**src/rtl/assert_macros.svh**
```systemverilog
// assertion helpers shared by the rlkv rtl
`ifndef ASSERT_MACROS_SVH
`define ASSERT_MACROS_SVH

`ifndef SYNTHESIS
// property checked outside reset
`define ASSERT_RST(lbl, clk, rst_n, prop) \
  lbl: assert property (@(posedge clk) disable iff (!rst_n) prop) \
    else $error("%m: check failed");
// property checked on every edge
`define ASSERT_ALWAYS(lbl, clk, prop) \
  lbl: assert property (@(posedge clk) prop) \
    else $error("%m: check failed");
`else
`define ASSERT_RST(lbl, clk, rst_n, prop)
`define ASSERT_ALWAYS(lbl, clk, prop)
`endif

`endif

```
**src/rtl/rlkv_pkg.sv**
```systemverilog
package rlkv_pkg;

  // field widths
  localparam int ActW     = 3;
  localparam int SmpW     = 10;
  localparam int IdxW     = 4;
  localparam int ValW     = 16;
  localparam int NoiseW   = 9;
  localparam int LvlW     = 10;
  localparam int NcntW    = 5;
  localparam int CfgIdxW  = 3;
  localparam int CfgDataW = 10;
  localparam int HitW     = 3;
  // level plus margin
  localparam int SumW     = 11;

  // key hit bit positions
  localparam int HitSel = 0;
  localparam int HitDec = 1;
  localparam int HitInc = 2;

  // register reset values
  localparam logic [NoiseW-1:0] NoiseRst    = 9'd50;
  localparam logic [LvlW-1:0]   SelLvlRst   = 10'd160;
  localparam logic [LvlW-1:0]   IncLvlRst   = 10'd440;
  localparam logic [LvlW-1:0]   DecLvlRst   = 10'd260;
  localparam logic [NcntW-1:0]  NodeCntRst  = 5'd3;

  typedef enum logic [ActW-1:0] {
    ACT_SAMPLE      = 3'd0,
    ACT_ACK         = 3'd1,
    ACT_DEFINE      = 3'd2,
    ACT_RESTORE_VAL = 3'd3,
    ACT_RESTORE_POS = 3'd4,
    ACT_READ        = 3'd5
  } action_e;

  typedef enum logic [CfgIdxW-1:0] {
    CFG_NOISE      = 3'd0,
    CFG_SEL_LEVEL  = 3'd1,
    CFG_INC_LEVEL  = 3'd2,
    CFG_DEC_LEVEL  = 3'd3,
    CFG_NODE_COUNT = 3'd4
  } cfg_idx_e;

  // key decoder status after one word
  typedef struct packed {
    logic            check_done;
    logic [HitW-1:0] hits;
    logic            pressed;
    logic            changed;
    logic [IdxW-1:0] position;
  } ctrl_t;

endpackage

```
**src/rtl/resistor_ladder_key_value_editor_unit.sv**
```systemverilog
// channel  direction  handshake                  payload
// in       input      in_valid_i / in_ready_o    action, sample, node index, value, limits, step
// out      output     out_valid_o / out_ready_i  check flag, key hits, flags, position, values
// cfg      input      cfg_we_i                   cfg_index_i, cfg_data_i
//
// one word per cycle while results are taken; a word goes through the input register, then the result register
// key decoding and position update happen as the word is accepted, the node tables
// are read then and written as the word moves on to the result register
// a held result stalls the table stage, which stops input acceptance once it is full
// reset clears flags, position and burst state; node tables are not cleared

`include "assert_macros.svh"

module resistor_ladder_key_value_editor_unit #(
  parameter int NODES             = 16,
  parameter int SAMPLES_PER_CHECK = 10
) (
  input  logic                                 clk_i,
  input  logic                                 rst_ni,
  // configuration
  input  logic                                 cfg_we_i,
  input  logic [rlkv_pkg::CfgIdxW-1:0]         cfg_index_i,
  input  logic [rlkv_pkg::CfgDataW-1:0]        cfg_data_i,
  // input words
  input  logic                                 in_valid_i,
  output logic                                 in_ready_o,
  input  logic [rlkv_pkg::ActW-1:0]            action_i,
  input  logic [rlkv_pkg::SmpW-1:0]            sample_i,
  input  logic [rlkv_pkg::IdxW-1:0]            node_index_i,
  input  logic signed [rlkv_pkg::ValW-1:0]     node_value_i,
  input  logic signed [rlkv_pkg::ValW-1:0]     limit_min_i,
  input  logic signed [rlkv_pkg::ValW-1:0]     limit_max_i,
  input  logic signed [rlkv_pkg::ValW-1:0]     step_size_i,
  // result words
  output logic                                 out_valid_o,
  input  logic                                 out_ready_i,
  output logic                                 check_done_o,
  output logic [rlkv_pkg::HitW-1:0]            key_hits_o,
  output logic                                 press_latched_o,
  output logic                                 change_ready_o,
  output logic [rlkv_pkg::IdxW-1:0]            current_position_o,
  output logic signed [rlkv_pkg::ValW-1:0]     current_value_o,
  output logic signed [rlkv_pkg::ValW-1:0]     read_result_o
);
  import rlkv_pkg::*;

  localparam int AddrW = (NODES > 1) ? $clog2(NODES) : 1;

  logic  in_fire;
  ctrl_t ctrl_next;

  // table stage registers
  logic                   s1_valid_q;
  logic                   s1_adv;
  ctrl_t                  s1_ctrl_q;
  logic [ActW-1:0]        s1_action_q;
  logic [IdxW-1:0]        s1_idx_q;
  logic signed [ValW-1:0] s1_value_q, s1_min_q, s1_max_q, s1_step_q;

  // table read data
  logic signed [ValW-1:0] val_pos, val_idx, min_pos, max_pos, step_pos;
  logic [ValW-1:0]        val_pos_raw, val_idx_raw, min_pos_raw, max_pos_raw, step_pos_raw;

  // table stage logic
  logic                   pos_ok, idx_ok, step_hit;
  logic signed [ValW-1:0] v_dec, v_inc, c_lo, c_hi;
  logic                   val_we, lim_we;
  logic [IdxW-1:0]        val_waddr;
  logic signed [ValW-1:0] val_wdata;
  logic signed [ValW-1:0] cur_val, rd_res;

  // result register
  logic                   out_valid_q;
  ctrl_t                  out_ctrl_q;
  logic signed [ValW-1:0] out_cur_q, out_rd_q;

  // handshake
  assign s1_adv     = !out_valid_q || out_ready_i;
  assign in_ready_o = !s1_valid_q || s1_adv;
  assign in_fire    = in_valid_i && in_ready_o;

  // key decoder, burst tracking and position
  rlkv_keydec #(
    .NODES            (NODES),
    .SAMPLES_PER_CHECK(SAMPLES_PER_CHECK)
  ) u_keydec (
    .clk_i       (clk_i),
    .rst_ni      (rst_ni),
    .cfg_we_i    (cfg_we_i),
    .cfg_index_i (cfg_index_i),
    .cfg_data_i  (cfg_data_i),
    .accept_i    (in_fire),
    .action_i    (action_i),
    .sample_i    (sample_i),
    .node_index_i(node_index_i),
    .ctrl_o      (ctrl_next)
  );

  // input register
  always_ff @(posedge clk_i or negedge rst_ni) begin
    if (!rst_ni) begin
      s1_valid_q <= 1'b0;
    end else if (in_fire) begin
      s1_valid_q <= 1'b1;
    end else if (s1_adv) begin
      s1_valid_q <= 1'b0;
    end
  end

  always_ff @(posedge clk_i) begin
    if (in_fire) begin
      s1_ctrl_q   <= ctrl_next;
      s1_action_q <= action_i;
      s1_idx_q    <= node_index_i;
      s1_value_q  <= node_value_i;
      s1_min_q    <= limit_min_i;
      s1_max_q    <= limit_max_i;
      s1_step_q   <= step_size_i;
    end
  end

  // node tables; values are kept twice for the position and index reads
  rlkv_ram #(.Width(ValW), .Depth(NODES)) u_val_pos (
    .clk_i  (clk_i),
    .we_i   (val_we),
    .waddr_i(AddrW'(val_waddr)),
    .wdata_i(val_wdata),
    .re_i   (in_fire),
    .raddr_i(AddrW'(ctrl_next.position)),
    .rdata_o(val_pos_raw)
  );

  rlkv_ram #(.Width(ValW), .Depth(NODES)) u_val_idx (
    .clk_i  (clk_i),
    .we_i   (val_we),
    .waddr_i(AddrW'(val_waddr)),
    .wdata_i(val_wdata),
    .re_i   (in_fire),
    .raddr_i(AddrW'(node_index_i)),
    .rdata_o(val_idx_raw)
  );

  rlkv_ram #(.Width(ValW), .Depth(NODES)) u_min (
    .clk_i  (clk_i),
    .we_i   (lim_we),
    .waddr_i(AddrW'(s1_idx_q)),
    .wdata_i(s1_min_q),
    .re_i   (in_fire),
    .raddr_i(AddrW'(ctrl_next.position)),
    .rdata_o(min_pos_raw)
  );

  rlkv_ram #(.Width(ValW), .Depth(NODES)) u_max (
    .clk_i  (clk_i),
    .we_i   (lim_we),
    .waddr_i(AddrW'(s1_idx_q)),
    .wdata_i(s1_max_q),
    .re_i   (in_fire),
    .raddr_i(AddrW'(ctrl_next.position)),
    .rdata_o(max_pos_raw)
  );

  rlkv_ram #(.Width(ValW), .Depth(NODES)) u_step (
    .clk_i  (clk_i),
    .we_i   (lim_we),
    .waddr_i(AddrW'(s1_idx_q)),
    .wdata_i(s1_step_q),
    .re_i   (in_fire),
    .raddr_i(AddrW'(ctrl_next.position)),
    .rdata_o(step_pos_raw)
  );

  assign val_pos  = $signed(val_pos_raw);
  assign val_idx  = $signed(val_idx_raw);
  assign min_pos  = $signed(min_pos_raw);
  assign max_pos  = $signed(max_pos_raw);
  assign step_pos = $signed(step_pos_raw);

  assign pos_ok   = int'(s1_ctrl_q.position) < NODES;
  assign idx_ok   = int'(s1_idx_q) < NODES;
  assign step_hit = s1_ctrl_q.hits[HitDec] || s1_ctrl_q.hits[HitInc];

  // decrease, then increase on the decreased value
  always_comb begin
    v_dec = val_pos;
    if (s1_ctrl_q.hits[HitDec]) begin
      v_dec = (val_pos > min_pos) ? val_pos - step_pos : min_pos;
    end
    v_inc = v_dec;
    if (s1_ctrl_q.hits[HitInc]) begin
      v_inc = (v_dec < max_pos) ? v_dec + step_pos : max_pos;
    end
  end

  // limit definition clamps the stored value, raise first then lower
  assign c_lo = (val_idx < s1_min_q) ? s1_min_q : val_idx;
  assign c_hi = (c_lo > s1_max_q) ? s1_max_q : c_lo;

  // table writes as the stage hands over its result
  always_comb begin
    val_we    = 1'b0;
    val_waddr = s1_idx_q;
    val_wdata = s1_value_q;
    lim_we    = 1'b0;
    if (s1_valid_q && s1_adv) begin
      case (action_e'(s1_action_q))
        ACT_SAMPLE: begin
          if (step_hit && pos_ok) begin
            val_we    = 1'b1;
            val_waddr = s1_ctrl_q.position;
            val_wdata = v_inc;
          end
        end
        ACT_DEFINE: begin
          val_we    = idx_ok;
          lim_we    = idx_ok;
          val_wdata = c_hi;
        end
        ACT_RESTORE_VAL: begin
          val_we = idx_ok;
        end
        default: ;
      endcase
    end
  end

  // selected value after this word and read-back value
  always_comb begin
    if (!pos_ok) begin
      cur_val = '0;
    end else if (val_we && (val_waddr == s1_ctrl_q.position)) begin
      cur_val = val_wdata;
    end else begin
      cur_val = val_pos;
    end
  end

  assign rd_res = ((s1_action_q == ACT_READ) && idx_ok) ? val_idx : '0;

  // result register
  always_ff @(posedge clk_i or negedge rst_ni) begin
    if (!rst_ni) begin
      out_valid_q <= 1'b0;
    end else if (s1_adv) begin
      out_valid_q <= s1_valid_q;
    end
  end

  always_ff @(posedge clk_i) begin
    if (s1_adv && s1_valid_q) begin
      out_ctrl_q <= s1_ctrl_q;
      out_cur_q  <= cur_val;
      out_rd_q   <= rd_res;
    end
  end

  assign out_valid_o        = out_valid_q;
  assign check_done_o       = out_ctrl_q.check_done;
  assign key_hits_o         = out_ctrl_q.hits;
  assign press_latched_o    = out_ctrl_q.pressed;
  assign change_ready_o     = out_ctrl_q.changed;
  assign current_position_o = out_ctrl_q.position;
  assign current_value_o    = out_cur_q;
  assign read_result_o      = out_rd_q;

  // a full table stage behind a held result takes no new word
  `ASSERT_RST(a_stall_blocks_input, clk_i, rst_ni,
    (s1_valid_q && out_valid_q && !out_ready_i) |-> !in_ready_o)
  // key hits only come with a completed burst
  `ASSERT_RST(a_hits_need_check, clk_i, rst_ni,
    (s1_valid_q && (s1_ctrl_q.hits != '0)) |-> s1_ctrl_q.check_done)
  // tables only change when the stage hands over a word
  `ASSERT_RST(a_write_on_advance, clk_i, rst_ni,
    (val_we || lim_we) |-> (s1_valid_q && s1_adv))

endmodule

```
**src/rtl/rlkv_ram.sv**
```systemverilog
module rlkv_ram #(
  parameter int Width = 16,
  parameter int Depth = 16
) (
  input  logic                                  clk_i,
  input  logic                                  we_i,
  input  logic [((Depth > 1) ? $clog2(Depth) : 1)-1:0] waddr_i,
  input  logic [Width-1:0]                      wdata_i,
  input  logic                                  re_i,
  input  logic [((Depth > 1) ? $clog2(Depth) : 1)-1:0] raddr_i,
  output logic [Width-1:0]                      rdata_o
);

  logic [Width-1:0] mem_q [Depth];
  logic [Width-1:0] rdata_q;

  // write port
  always_ff @(posedge clk_i) begin
    if (we_i) begin
      mem_q[waddr_i] <= wdata_i;
    end
  end

  // registered read, write data passes through on a collision
  always_ff @(posedge clk_i) begin
    if (re_i) begin
      if (we_i && (waddr_i == raddr_i)) begin
        rdata_q <= wdata_i;
      end else begin
        rdata_q <= mem_q[raddr_i];
      end
    end
  end

  assign rdata_o = rdata_q;

endmodule

```
**src/rtl/rlkv_keydec.sv**
```systemverilog
`include "assert_macros.svh"

module rlkv_keydec #(
  parameter int NODES             = 16,
  parameter int SAMPLES_PER_CHECK = 10
) (
  input  logic                             clk_i,
  input  logic                             rst_ni,
  input  logic                             cfg_we_i,
  input  logic [rlkv_pkg::CfgIdxW-1:0]     cfg_index_i,
  input  logic [rlkv_pkg::CfgDataW-1:0]    cfg_data_i,
  input  logic                             accept_i,
  input  logic [rlkv_pkg::ActW-1:0]        action_i,
  input  logic [rlkv_pkg::SmpW-1:0]        sample_i,
  input  logic [rlkv_pkg::IdxW-1:0]        node_index_i,
  output rlkv_pkg::ctrl_t                  ctrl_o
);
  import rlkv_pkg::*;

  localparam int SpcEff = (SAMPLES_PER_CHECK < 1) ? 1 : SAMPLES_PER_CHECK;
  localparam int CntW   = (SpcEff > 1) ? $clog2(SpcEff + 1) : 1;
  localparam int NcW    = ($clog2(NODES + 1) > NcntW + 1) ? $clog2(NODES + 1) : NcntW + 1;

  logic [NoiseW-1:0] noise_q;
  logic [LvlW-1:0]   sel_lvl_q, inc_lvl_q, dec_lvl_q;
  logic [NcntW-1:0]  node_count_q;
  logic [CntW-1:0]   bcnt_q, bcnt_d;
  logic [SmpW-1:0]   bmax_q, bmax_d;
  logic              pressed_q, pressed_d;
  logic              changed_q, changed_d;
  logic [IdxW-1:0]   pos_q, pos_d;

  logic [SmpW-1:0]   r_max;
  logic [CntW-1:0]   cnt_inc;
  logic              done;
  logic [SumW-1:0]   r_sum;
  logic [LvlW-1:0]   lowest;
  logic              win_sel, win_inc, win_dec, below_low;
  logic [HitW-1:0]   hits;
  logic [NcW-1:0]    cnt_eff;
  logic [NcW-1:0]    pos_inc;

  // configuration registers
  always_ff @(posedge clk_i or negedge rst_ni) begin
    if (!rst_ni) begin
      noise_q      <= NoiseRst;
      sel_lvl_q    <= SelLvlRst;
      inc_lvl_q    <= IncLvlRst;
      dec_lvl_q    <= DecLvlRst;
      node_count_q <= NodeCntRst;
    end else if (cfg_we_i) begin
      case (cfg_idx_e'(cfg_index_i))
        CFG_NOISE:      noise_q      <= cfg_data_i[NoiseW-1:0];
        CFG_SEL_LEVEL:  sel_lvl_q    <= cfg_data_i[LvlW-1:0];
        CFG_INC_LEVEL:  inc_lvl_q    <= cfg_data_i[LvlW-1:0];
        CFG_DEC_LEVEL:  dec_lvl_q    <= cfg_data_i[LvlW-1:0];
        CFG_NODE_COUNT: node_count_q <= cfg_data_i[NcntW-1:0];
        default: ;
      endcase
    end
  end

  // burst maximum and completion
  assign r_max   = (sample_i > bmax_q) ? sample_i : bmax_q;
  assign cnt_inc = bcnt_q + CntW'(1);
  assign done    = (action_i == ACT_SAMPLE) && (cnt_inc >= CntW'(SpcEff));
  assign r_sum   = SumW'(r_max) + SumW'(noise_q);

  // acceptance windows, compared without going negative
  assign win_sel = (SumW'(r_max) <= SumW'(sel_lvl_q) + SumW'(noise_q)) &&
                   (r_sum >= SumW'(sel_lvl_q));
  assign win_dec = (SumW'(r_max) <= SumW'(dec_lvl_q) + SumW'(noise_q)) &&
                   (r_sum >= SumW'(dec_lvl_q));
  assign win_inc = (SumW'(r_max) <= SumW'(inc_lvl_q) + SumW'(noise_q)) &&
                   (r_sum >= SumW'(inc_lvl_q));

  // release threshold below the lowest key
  always_comb begin
    lowest = sel_lvl_q;
    if (inc_lvl_q < lowest) lowest = inc_lvl_q;
    if (dec_lvl_q < lowest) lowest = dec_lvl_q;
  end
  assign below_low = r_sum < SumW'(lowest);

  always_comb begin
    hits = '0;
    if (done && !pressed_q) begin
      hits[HitSel] = win_sel;
      hits[HitDec] = win_dec;
      hits[HitInc] = win_inc;
    end
  end

  // nodes in use, clamped to between one and the table size
  always_comb begin
    if (node_count_q == '0) begin
      cnt_eff = NcW'(1);
    end else if (int'(node_count_q) > NODES) begin
      cnt_eff = NcW'(NODES);
    end else begin
      cnt_eff = NcW'(node_count_q);
    end
  end
  assign pos_inc = NcW'(pos_q) + NcW'(1);

  // next state for the word
  always_comb begin
    bcnt_d    = bcnt_q;
    bmax_d    = bmax_q;
    pressed_d = pressed_q;
    changed_d = changed_q;
    pos_d     = pos_q;
    case (action_e'(action_i))
      ACT_SAMPLE: begin
        if (done) begin
          bcnt_d = '0;
          bmax_d = '0;
          if (hits[HitSel]) begin
            pos_d = (pos_inc >= cnt_eff) ? '0 : pos_inc[IdxW-1:0];
          end
          pressed_d = pressed_q | (|hits);
          changed_d = changed_q | (below_low & pressed_d);
        end else begin
          bcnt_d = cnt_inc;
          bmax_d = r_max;
        end
      end
      ACT_ACK: begin
        pressed_d = 1'b0;
        changed_d = 1'b0;
      end
      ACT_RESTORE_POS: begin
        pos_d = node_index_i;
      end
      default: ;
    endcase
  end

  // state update on an accepted word
  always_ff @(posedge clk_i or negedge rst_ni) begin
    if (!rst_ni) begin
      bcnt_q    <= '0;
      bmax_q    <= '0;
      pressed_q <= 1'b0;
      changed_q <= 1'b0;
      pos_q     <= '0;
    end else if (accept_i) begin
      bcnt_q    <= bcnt_d;
      bmax_q    <= bmax_d;
      pressed_q <= pressed_d;
      changed_q <= changed_d;
      pos_q     <= pos_d;
    end
  end

  assign ctrl_o.check_done = done;
  assign ctrl_o.hits       = hits;
  assign ctrl_o.pressed    = pressed_d;
  assign ctrl_o.changed    = changed_d;
  assign ctrl_o.position   = pos_d;

  // a release is only flagged while a press is held
  `ASSERT_RST(a_changed_needs_press, clk_i, rst_ni, changed_q |-> pressed_q)
  // burst counter never reaches the burst length
  `ASSERT_RST(a_burst_in_range, clk_i, rst_ni, int'(bcnt_q) < SpcEff)
  // a select keeps the position inside the nodes in use
  `ASSERT_RST(a_select_wraps, clk_i, rst_ni,
    (accept_i && hits[HitSel]) |=> (int'(pos_q) < int'($past(cnt_eff))))
  // acknowledge drops both flags
  `ASSERT_RST(a_ack_clears, clk_i, rst_ni,
    (accept_i && (action_i == ACT_ACK)) |=> (!pressed_q && !changed_q))

endmodule

```
**config.mk**
```make
export PLATFORM = sky130hd
export DESIGN_NAME = resistor_ladder_key_value_editor_unit
export DESIGN_NICKNAME = d
export VERILOG_FILES = /design/src/rtl/rlkv_pkg.sv /design/src/rtl/resistor_ladder_key_value_editor_unit.sv /design/src/rtl/rlkv_ram.sv /design/src/rtl/rlkv_keydec.sv
export VERILOG_INCLUDE_DIRS = /design/src /design/src/rtl
export SDC_FILE = /design/constraint.sdc
export NUM_CORES = 2
export LEC_CHECK = 0
export CORE_ASPECT_RATIO = 0.8
export CORE_MARGIN = 10
export CORE_UTILIZATION = 46
export DETAILED_ROUTE_END_ITERATION = 10
export DONT_BUFFER_PORTS = 1
export PLACE_DENSITY = 0.6
export SYNTH_ARGS = -nofsm -noshare
export SYNTH_HDL_FRONTEND = slang
export SYNTH_SLANG_ARGS = --single-unit
```
**constraint.sdc**
```tcl
create_clock -name clk_i -period 19.6 [get_ports clk_i]
set_input_delay 0.98 -clock clk_i [delete_from_list [all_inputs] [get_ports clk_i]]
set_output_delay 0.98 -clock clk_i [all_outputs]
set_load 0.05 [all_outputs]
```
==> impl_metrics.py <==
metrics = {
    "place": {
        "routabilityCongestion": 0.932,
        "hpwl_mm": 109,
        "numPortBuffers": 0,
        "placed_area_um2": 63000,
        "dp.cells": 6477,
    },
    "cts": {
        "post_cts_buffers": 0,
        "cts_buffers": 134,
        "clock_latency_ns": 0.79,
        "cts_tree": "yes",
        "cts-root-buf": "clkbuf_16",
        "h-tree-depth": 4,
        "clk_pin_slew_ns": 0.06,
        "clockBufferDepth": 3,
        "clock-sinks": 1293,
    },
    "power": {
        "pwr-share-clk_pct": 29.1,
        "power.switching_mw": 3.17,
        "seqPwrFrac_pct": 38.1,
        "p_per_area_nw_per_um2": 132,
        "p_int_mw": 5.74,
        "ir_drop_uv": 107,
        "leakagePower_nw": 24.0,
        "combPwrFrac_pct": 32.8,
        "total_power_mw": 8.91,
        "netSwitchingFraction_pct": 35.6,
    },
    "final_layout": {
        "final_cell_mix": "edfxtp_1 (1227), nand2_1 (991), a21oi_1 (329)",
        "fin_area_um2": 67500,
        "drive_gt1_share_pct": 12.1,
        "fill_cells": 11200,
        "area_growth_pct": 11.1,
        "layout.cells.non_filler": 6723,
        "layout.nets": 5199,
        "final_common_cell": "edfxtp_1",
    },
    "timing": {
        "rsz0062_at_grt": "no",
        "fin_crit_ns": 9.67,
        "slew_headroom_pct": 11.2,
        "finalSetupViolCount": 0,
        "drv_slew": 0,
        "fin_skew_ns": 0.0285,
        "clock.fmax_ghz": 0.103,
        "finalHoldViolCount": 0,
        "worstMarginPinSlew_ns": 1.33,
        "finalSetupTns_ns": 0,
        "final.period_utilization_pct": 49.4,
    },
    "worst_setup_path": {
        "cp.arrival_ns": 10.20,
        "critPathCaptureType": "flop",
        "slowest_stage": "inv_8",
        "cp.required_ns": 20.13,
        "start_kind": "flop",
        "cp_common_cell": "ha_1",
        "crit_type": "flop to flop",
        "reg2reg_slack_ns": 9.93,
        "cpPeakStageDelay_ns": 0.76,
        "crit_fanout": 135,
    },
    "global_route": {
        "overflow": 0,
        "grt_pass1_wl_mm": 269,
        "grt.total_usage_pct": 24.6,
        "antenna_found_initial": 5,
        "grt_start_max_net_pins": 198,
        "grt_pass1_vias": 38800,
    },
    "synthesis": {
        "synthFlopType": "edfxtp_1",
        "synth_seq_cells": 1293,
        "synth_top_area_share_pct": 60.6,
        "synth_cell_types": 88,
        "syn_area_um2": 60800,
        "synth_edf_count": 1227,
        "synth_warnings": 0,
        "yosysTopAreaCell": "edfxtp_1",
        "async_flop_share_pct": 5.10,
        "ys_seq_area_share_pct": 63.4,
        "syn-num-nets": 5209,
        "synth_cells": 4871,
        "ys_top_cells_by_area": "edfxtp_1 (61%), nand2_1 (6.1%), ha_1 (4.8%), mux4_2 (3.0%), a21oi_1 (2.7%)",
        "syn-mean-instance-area_um2": 12.5,
    },
    "drt": {
        "wl_per_cell_um": 27.7,
        "drc_errors": 0,
        "first_pass_iters": 6,
        "first_iter_violations": 5160,
        "drt-total-wl_mm": 186,
        "vias": 40700,
        "antenna_left": 0,
        "vias_per_cell": 6.05,
    },
    "floorplanning": {
        "die_w_um": 426,
        "core-area_um2": 131000,
        "chipHeight_um": 345,
        "io-pin-count": 143,
        "dieArea_um2": 147000,
        "num_rows": 119,
        "initial_utilization_pct": 46.2,
    },
    "outcome": {
        "status": "completed",
    },
    "flow_run": {
        "drv_cap": 0,
    },
    "hold_path": {
        "hold_class": "input pin to async pin",
    },
}
## per-layer routing
metal / global-route usage, % / wire [µm] / vias to the layer above / part of all wire, %
li1: - / - / 18100 / -
met1: 35.8 / 80000 / 20300 / 43
met2: 37.5 / 83400 / 2034 / 45
met3: 3.97 / 17000 / 300 / 9.2
met4: 8.00 / 5610 / 2 / 3.0
met5: 0 / 13 / - / 0.0070
## power by group through the flow
stage | sequential [mW] | clock (mW) | combinational [mW]
2_1_floorplan | 3.35 | 0 | 2.05
3_3_place_gp | 3.45 | 0 | 2.82
3_5_place_dp | 3.44 | 0 | 2.86
4_1_cts | 3.39 | 2.62 | 2.89
5_1_grt | 3.40 | 2.74 | 3.22
6_report | 3.39 | 2.59 | 2.92
## registers in the layout (all words and copies together) (netlist names), 256 cells and up
| name | flops |
|---|---|
| u_max.mem_q | 256 |
| u_min.mem_q | 256 |
| u_step.mem_q | 256 |
| u_val_idx.mem_q | 256 |
## worst max-delay path: cells and delay by family (launching register included)
family / cells / cell delay (ns)
adders and majority gates: 4 / 1.32
muxes: 3 / 1.05
and+or+nand+nor: 6 / 1.48
AOI/OAI and AO/OA: 12 / 2.81
buffers and inverters: 5 / 2.22
DFF: 1 / 0.34
## final timing paths
path,start,endpoint,cells past startpoint
setup / recovery,u_keydec.bmax_q[5],u_min.rdata_o[7],30
setup reg to reg,u_keydec.bmax_q[5],u_min.rdata_o[7],30
hold / removal,rst_ni,u_keydec.inc_lvl_q[7],0
hold reg to reg,s1_ctrl_q[9],check_done_o,0
max in group asynchronous,rst_ni,u_keydec.noise_q[5],1
min in group clk_i,limit_min_i[8],s1_min_q[8],0
## layout make-up
class / count / area [µm²] / share of cell area (%)
Tap cell: 1754 / 2190 / 3.25
Timing Repair Buffer: 101 / 831 / 1.23
Antenna cell: 6 / 15.0 / 0.0222
Inverter: 168 / 651 / 0.964
Clock buffer: 164 / 3650 / 5.41
Sequential cell: 1293 / 38500 / 57.1
Clock inverter: 74 / 749 / 1.11
Multi-Input combinational cell: 3163 / 20900 / 31.0
## synth_stat cells (all sizes together), types with 35 or more instances
master,number
o211ai,35
o21ai,226
a21o,45
mux2i,101
a21oi,330
buf,107
nand2b,36
ha,233
nand4,84
edfxtp,1227
mux4,80
dfrtp,52
nand3,232
clkbuf,140
nor3,39
nand2,993
nor2,178
inv,168
mux2,137
a32oi,60
xnor2,53
## kinds of logic (layout without fill, tap and decap cells)
kind of cell	count (synthesis)	after routing	share of synthesized area (%)
multiplexers	318	318	7.17
flip-flops	1293	1293	63.4
adder cells (fa/ha/maj)	239	239	4.99
AO/OA/AOI/OAI	872	872	8.84
other	0	6	0
XOR/XNOR	75	75	1.08
AND/OR/NAND/NOR	1659	1659	11.8
buffers and inverters	415	507	2.76
## per-stage QoR
stage	worst slack (ns)	hold WS, ns	util, %
after floorplan	12.19	0.400	-
after global placement	9.67	0.403	48.0
after detailed placement	9.47	0.406	48.0
after CTS	9.99	0.00112	51.3
after global routing	9.34	0.0310	51.3
final	9.93	0.0504	51.3
## what timing repair did
action	CTS	global route
setup endpoints to repair	0	0
gates resized for setup	0	0
hold buffers	2	0
endpoints found under the hold margin	52	0
(Power assumes the default switching activity.)
